File: config.mk
export PLATFORM = sky130hd
export DESIGN_NAME = ppdmd_ram
export DESIGN_NICKNAME = d
export VERILOG_FILES = /design/src/rtl/ppdmd_ram.sv
export SDC_FILE = /design/constraint.sdc
export NUM_CORES = 1
export LEC_CHECK = 0
export ABC_AREA = 1
export BUFFER_PORTS_ARGS = -buffer_cell sky130_fd_sc_hd__buf_2
export CAP_MARGIN = 40
export CORE_ASPECT_RATIO = 1.25
export CORE_MARGIN = 2
export CORE_UTILIZATION = 55
export DETAILED_ROUTE_END_ITERATION = 10
export HOLD_SLACK_MARGIN = 0.12
export PLACE_DENSITY_LB_ADDON = 0.1
export SETUP_SLACK_MARGIN = 0.3
export SKIP_CTS_REPAIR_TIMING = 1
export SLEW_MARGIN = 20
export SYNTH_ARGS = -nofsm -noshare
export SYNTH_HDL_FRONTEND = slang
export SYNTH_SLANG_ARGS = --single-unit
File: constraint.sdc
create_clock -name i_clk -period 2.2 [get_ports i_clk]
set_clock_uncertainty 0.2 [all_clocks]
set_input_delay 0.33 -clock i_clk [delete_from_list [all_inputs] [get_ports i_clk]]
set_output_delay 0.33 -clock i_clk [all_outputs]
set_load 0.01 [all_outputs]
File: src/rtl/ppdmd_ram.sv
// ----------------------------------------------------------------------------
// Generic RAM
// One write port and one read port with a registered, enabled read.
// ----------------------------------------------------------------------------
module ppdmd_ram #(
    parameter int WIDTH = 8,
    parameter int DEPTH = 16
) (
    input  logic                     i_clk,
    input  logic                     i_we,
    input  logic [$clog2(DEPTH)-1:0] i_waddr,
    input  logic [WIDTH-1:0]         i_wdata,
    input  logic                     i_re,
    input  logic [$clog2(DEPTH)-1:0] i_raddr,
    output logic [WIDTH-1:0]         o_rdata
);

    logic [WIDTH-1:0] r_mem [DEPTH];
    logic [WIDTH-1:0] r_rdata;

    always_ff @(posedge i_clk) begin
        if (i_we) begin
            r_mem[i_waddr] <= i_wdata;
        end
        if (i_re) begin
            r_rdata <= r_mem[i_raddr];
        end
    end

    assign o_rdata = r_rdata;

endmodule

==> results of run 1 <==
-- through the flow --
stage	power, mW	hold WS, ps	instance area [sq um]	setup WS, ps	utilization
after floorplan	3.20	229	5850	719	-
after global placement	3.34	524	6150	385	0.588
after detailed placement	3.35	523	6150	359	0.588
after CTS	6.18	95.3	6740	625	0.645
after global routing	6.34	150	6750	635	0.646
final	6.15	147	6750	645	0.646
-- state kept, by name (all words and copies together), names as in the netlist --
register,count
r_mem,128
o_rdata,8
-- worst paths after layout --
| kind | startpoint | end | slack, ps | depth (start not counted) |
|---|---|---|---|---|
| setup / recovery | o_rdata[4]$_DFFE_PP_ | o_rdata[4] | 640 | 1 |
| hold / removal | i_wdata[0] | r_mem[11][0]$_DFFE_PP_ | 150 | 1 |
| setup reg to reg | r_mem[7][0]$_DFFE_PP_ | o_rdata[0]$_DFFE_PP_ | 770 | 6 |
| hold reg to reg | r_mem[10][0]$_DFFE_PP_ | o_rdata[0]$_DFFE_PP_ | 550 | 6 |
-- logic make-up after synthesis --
logic type,after synthesis,synth area share
flip-flops,136,0.698
AND/OR/NAND/NOR,289,0.208
buffers and inverters,126,0.0939
-- where the power goes --
part           total [mW]  switching [mW]  leakage [nW]  internal, mW
Combinational       0.357           0.254          1.41         0.103
Clock                2.85           0.989         0.287          1.87
Sequential           2.94          0.0185          1.24          2.92
-- final cells by class --
class / instances / area share
Clock inverter: 12 / 0.0234
Timing Repair Buffer: 47 / 0.0467
Clock buffer: 19 / 0.0641
Multi-Input combinational cell: 289 / 0.180
Sequential cell: 136 / 0.605
Tap cell: 132 / 0.0245
Inverter: 102 / 0.0567
-- cell usage in the layout, fill, tap and decap left out --
cell and instances:
nand3b_1 2, dlygate4sd3_1 1, clkinv_1 4, clkbuf_1 2
nand2_1 173, inv_2 2, clkinvlp_4 1, buf_2 26
edfxtp_1 136, inv_1 100, buf_4 18, clkinv_2 3
buf_12 2, bufinv_16 4, nand3_1 97, nor2_1 17
clkbuf_16 17
-- routing by layer --
layer,global-route usage,up-vias
met4,0.110,0
li1,-,1866
met1,0.337,1798
met2,0.401,129
met5,0,-
met3,0.0538,20
==> results by group, run 1 <==
Run status
  • Outcome: finished, final reports clean

Global route
  • Initial antenna violation count: 0
  • Vias in the first global route: 3746
  • Largest net degree at the start of global routing: 65
  • First-pass GRT wire length: slightly above 20000 um
  • GRT Residual Overflow: 0
  • Total GRT Usage: 0.254

Yosys
  • Most frequent cells after synthesis: nand2_1 (173), edfxtp_1 (136), inv_1 (100)
  • Mapped Area: 0.00585 sq mm
  • Ys flop type: edfxtp_1
  • Asr flop ratio synth: 0
  • Syn Nets: 570
  • EDFF count, synth: 136
  • Register area share after synthesis: 0.698
  • Cell variety after synth: 11
  • Top cell type's share of synthesized area: 0.698
  • Synth Warn #: 0
  • Post-synth top area cell: edfxtp_1
  • Number of synthesized register bits: around 140
  • Gate Count Post-Synth: 551
  • Top-count cell post-synth: nand2_1
  • Synthesized area per cell: roughly 11 sq um
  • Synth area leaders: edfxtp_1 (70%), nand2_1 (11%), nand3_1 (8.3%), inv_1 (6.4%), buf_6 (1.2%)

Critical path
  • CP max stage cell: edfxtp_1
  • CP Data Required Time: 1670 ps
  • Crit path DAT: 1030 ps
  • CP Capture Type: primary output
  • Critical path class: register to primary output
  • CP max FO: 1
  • Cells along the critical path: buf_2
  • Delay of the slowest critical-path stage: 440 ps
  • CP bufs+invs: 1
  • CP Launch Type: register
  • Top delay family on crit path: flip-flops

STA
  • Slew margin rel.: 0.566
  • Fmax: 0.643 GHz
  • Pins Over Slew Limit: 0
  • Hold Vio Cnt, Final: 0
  • Final setup TNS: 0 ps
  • Period utilization: 0.707
  • Final Critical Period: 1560 ps
  • RSZ-0062 raised after global routing: no
  • Worst Tran Pin Value: 650 ps
  • Final setup viols: 0

Die
  • Die area: between 0.01 and 0.015 sq mm
  • Row count: 42
  • Chip width: 96.2 um
  • Core box area: 0.0105 sq mm
  • # IOs: 27
  • Starting Density: 0.559
  • Die height: 119 um

Power
  • Static leakage: 2.94 nW
  • PD cells: 911 mW/mm^2
  • VDD IR-drop max: 0.535 mV

Final layout
  • # diodes: 0
  • Share of layout cells above drive strength 1: 0.121
  • Fin cells: 737
  • Fill cells: 860
  • Area occupied by multi-input gates: roughly 0.0012 sq mm
  • Sequential cell area: 0.00408 sq mm
  • Nets@finish: ~610
  • Layout area overhead: 15.5%

Routing
  • Avg Vias per Cell: 5.17
  • DR vias: roughly 3800
  • Top Layer Used: met4
  • Total Wirelength: 13400 um
  • Met3 wire length: 720 um
  • First DRT Iteration DRCs: 288
  • Residual DRC count: 0
  • Routed wl met2: 6760 um
  • Wire length per cell: around 18 um
  • Detail Route Antenna Nets: 0
  • Wl on met1: 5600 um
  • Drt pass-1 iters: 5

Clock network
  • Htree depth: 4
  • Clock latency at the later pin of the worst-skew pair: 410 ps
  • CTS Buffer Depth: 2
  • CTS buffer count: 17
  • CTS root buf: clkbuf_16
  • CTS sink cnt: between 100 and 150
  • TritonCTS clock tree: built
  • Clk slew on worst S/H paths: 50 ps

Placed design
  • Placed Cells: 705
  • PortBufs: 26
  • Post-DP HPWL: 8240 um
  • Gpl congestion: 0.817

Run
  • Max Cap Viol: 0

Hold path
  • Worst Hold Class: primary input to register
No activity file was read; power rests on OpenSTA's default activity.
==> inputs of run 2 (changes only) <==
==> constraint.sdc (replaced) <==
create_clock -name i_clk -period 1.42 [get_ports i_clk]
set_clock_uncertainty 0.2 [all_clocks]
set_input_delay 0.213 -clock i_clk [delete_from_list [all_inputs] [get_ports i_clk]]
set_output_delay 0.213 -clock i_clk [all_outputs]
set_load 0.01 [all_outputs]
==> run 2 against run 1 <==
Effect of this change:
- worst setup slack got worse by 580 ps
- first-iteration DRC count decreased by 10%
- hold slack got worse by 89 ps
- critical endpoint is now o_rdata[6]
- largest cell class unchanged
==> results by group, run 2 (synthesis gave the netlist of run 1 again) <==
Die
  • Die height: 119 um (unchanged)
  • Die area: 0.0115 sq mm (unchanged)
  • Row count: 42 (unchanged)
  • # IOs: 27 (unchanged)
  • Chip width: 96.2 um (unchanged)
  • Core box area: 0.0105 sq mm (unchanged)
  • Starting Density: 0.559 (unchanged)

Global route
  • Initial antenna violation count: 0 (unchanged)
  • Largest net degree at the start of global routing: 45 (was 65)
  • Vias in the first global route: 3824 (was 3746)
  • Total GRT Usage: 0.261 (was 0.254)
  • GR Util met2: 0.433 (was 0.401)
  • GRT Max-Usage Layer: met2 (unchanged)
  • Met3 Track Usage GR: 0.0569 (was 0.0538)
  • Met1 Use GR: 0.342 (was 0.337)
  • First-pass GRT wire length: 21200 um (was 20700 um)
  • GRT Residual Overflow: 0 (unchanged)

Clock network
  • CTS buffer count: 17 (unchanged)
  • CTS Buffer Depth: 2 (unchanged)
  • Clock latency at the later pin of the worst-skew pair: 410 ps (about the same)
  • TritonCTS clock tree: built (unchanged)
  • Htree depth: 4 (unchanged)
  • Clk slew on worst S/H paths: 60 ps (was 50 ps)
  • CTS root buf: clkbuf_16 (unchanged)
  • CTS sink cnt: 136 (unchanged)

Critical path
  • CP Data Required Time: 1010 ps (was 1670 ps)
  • CP max stage cell: edfxtp_1 (unchanged)
  • CP max FO: 1 (unchanged)
  • Delay of the slowest critical-path stage: 380 ps (was 440 ps)
  • CP Capture Type: primary output (unchanged)
  • CP bufs+invs: 1 (unchanged)
  • FF-to-FF setup slack: 90 ps (was 770 ps)
  • Critical path class: register to primary output (unchanged)
  • CP Launch Type: register (unchanged)
  • Top delay family on crit path: flip-flops (unchanged)
  • Crit path DAT: 940 ps (was 1030 ps)
  • Cells along the critical path: buf_2 (unchanged)

STA
  • Pins Over Slew Limit: 0 (unchanged)
  • Slew margin rel.: 0.732 (was 0.566)
  • Fmax: about 0.74 GHz
  • RSZ-0062 raised after global routing: yes (was no)
  • Final Critical Period: ~1400 ps
  • Period utilization: 0.953
  • Hold Vio Cnt, Final: 0 (unchanged)
  • Worst Tran Pin Value: 402 ps (was 650 ps)
  • Final setup viols: 0 (unchanged)
  • Worst setup margin: 66.7 ps (was 645 ps)

Final layout
  • Commonest non-fill, non-tap cell in the layout: nand2_1 (unchanged)
  • # diodes: 0 (unchanged)
  • Post-route cell area: 0.00750 sq mm (was 0.00675 sq mm)
  • Number of flip-flops under the largest register name: 128 (unchanged)
  • Layout area overhead: 28.4% (was 15.5%)
  • Nets@finish: 621 (was 612)
  • Register with the most flip-flops: r_mem (unchanged)
  • Share of layout cells above drive strength 1: 0.306 (was 0.121)
  • Fin cells: 747 (was 737)
  • Most frequent cells in the layout: nand2_1 (144), edfxtp_1 (136), inv_1 (98) (was nand2_1 (173), edfxtp_1 (136), inv_1 (100))
  • Fill cells: 703 (was 860)

Routing
  • Wire length per cell: 19.1 um (was 18.2 um)
  • First DRT Iteration DRCs: 259 (was 288)
  • Avg Vias per Cell: 5.32 (was 5.17)
  • Drt pass-1 iters: 8 (was 5)
  • Detail Route Antenna Nets: 0 (unchanged)
  • DR vias: 3974 (was 3813)
  • Residual DRC count: 0 (unchanged)
  • Total Wirelength: 14200 um (was 13400 um)

Placed design
  • Area after DPL: 0.00645 sq mm (was 0.00615 sq mm)
  • PortBufs: 26 (unchanged)
  • Placed Cells: 710 (was 705)
  • Post-DP HPWL: 8630 um (was 8240 um)
  • DP Worst Slack: -188 ps (was 359 ps)
  • Gpl congestion: 0.859 (was 0.817)

Hold path
  • Worst Hold Class: primary input to register (unchanged)

Run status
  • Outcome: finished, final reports clean (unchanged)

Power
  • Static leakage: 3.17 nW (was 2.94 nW)
  • VDD IR-drop max: 1.01 mV (was 0.535 mV)
  • Total design power: 10.2 mW (was 6.15 mW)
  • PD cells: 1360 mW/mm^2 (was 911 mW/mm^2)

Run
  • Max Cap Viol: 0 (unchanged)
-- run 2: routing by layer --
layer / up-vias / wire length [um]
met4: 0 / 212
met3: 18 / 668
li1: 1888 / -
met2: 138 / 7330
met1: 1930 / 6020
met5: - / 0
-- run 2: final timing paths --
| check | endpoint | start | cells after the start |
|---|---|---|---|
| min reg2reg | o_rdata[0]$_DFFE_PP_ | r_mem[10][0]$_DFFE_PP_ | 6 |
| max | o_rdata[6] | o_rdata[6]$_DFFE_PP_ | 1 |
| min | r_mem[0][0]$_DFFE_PP_ | i_wdata[0] | 1 |
| max reg2reg | o_rdata[7]$_DFFE_PP_ | r_mem[3][7]$_DFFE_PP_ | 6 |
-- run 2: through the flow --
step	setup TNS [ps]	hold WS, ps	util
after global routing	0	52.2	0.718
final	0	58.0	0.718
after global placement	-5250	384	0.617
after CTS	0	-40.4	0.680
after detailed placement	-7190	384	0.617
after floorplan	0	112	-
-- run 2: final cells by class --
cell class,instances,area (sq um),area share
inverter,102,390,0.0520
clock inverter,13,226,0.0302
tap,132,165,0.0220
multi-input combinational,289,1690,0.225
clock buffer,19,433,0.0577
sequential,136,4080,0.544
timing repair buffer,56,519,0.0692
-- run 2: where the power goes --
part           internal (mW)  leakage (nW)  switching (mW)  total [mW]
clock                   3.29         0.313            1.62        4.90
combinational          0.253          1.62           0.495       0.748
sequential              4.52          1.24          0.0252        4.55
total                   8.06          3.17            2.14        10.2
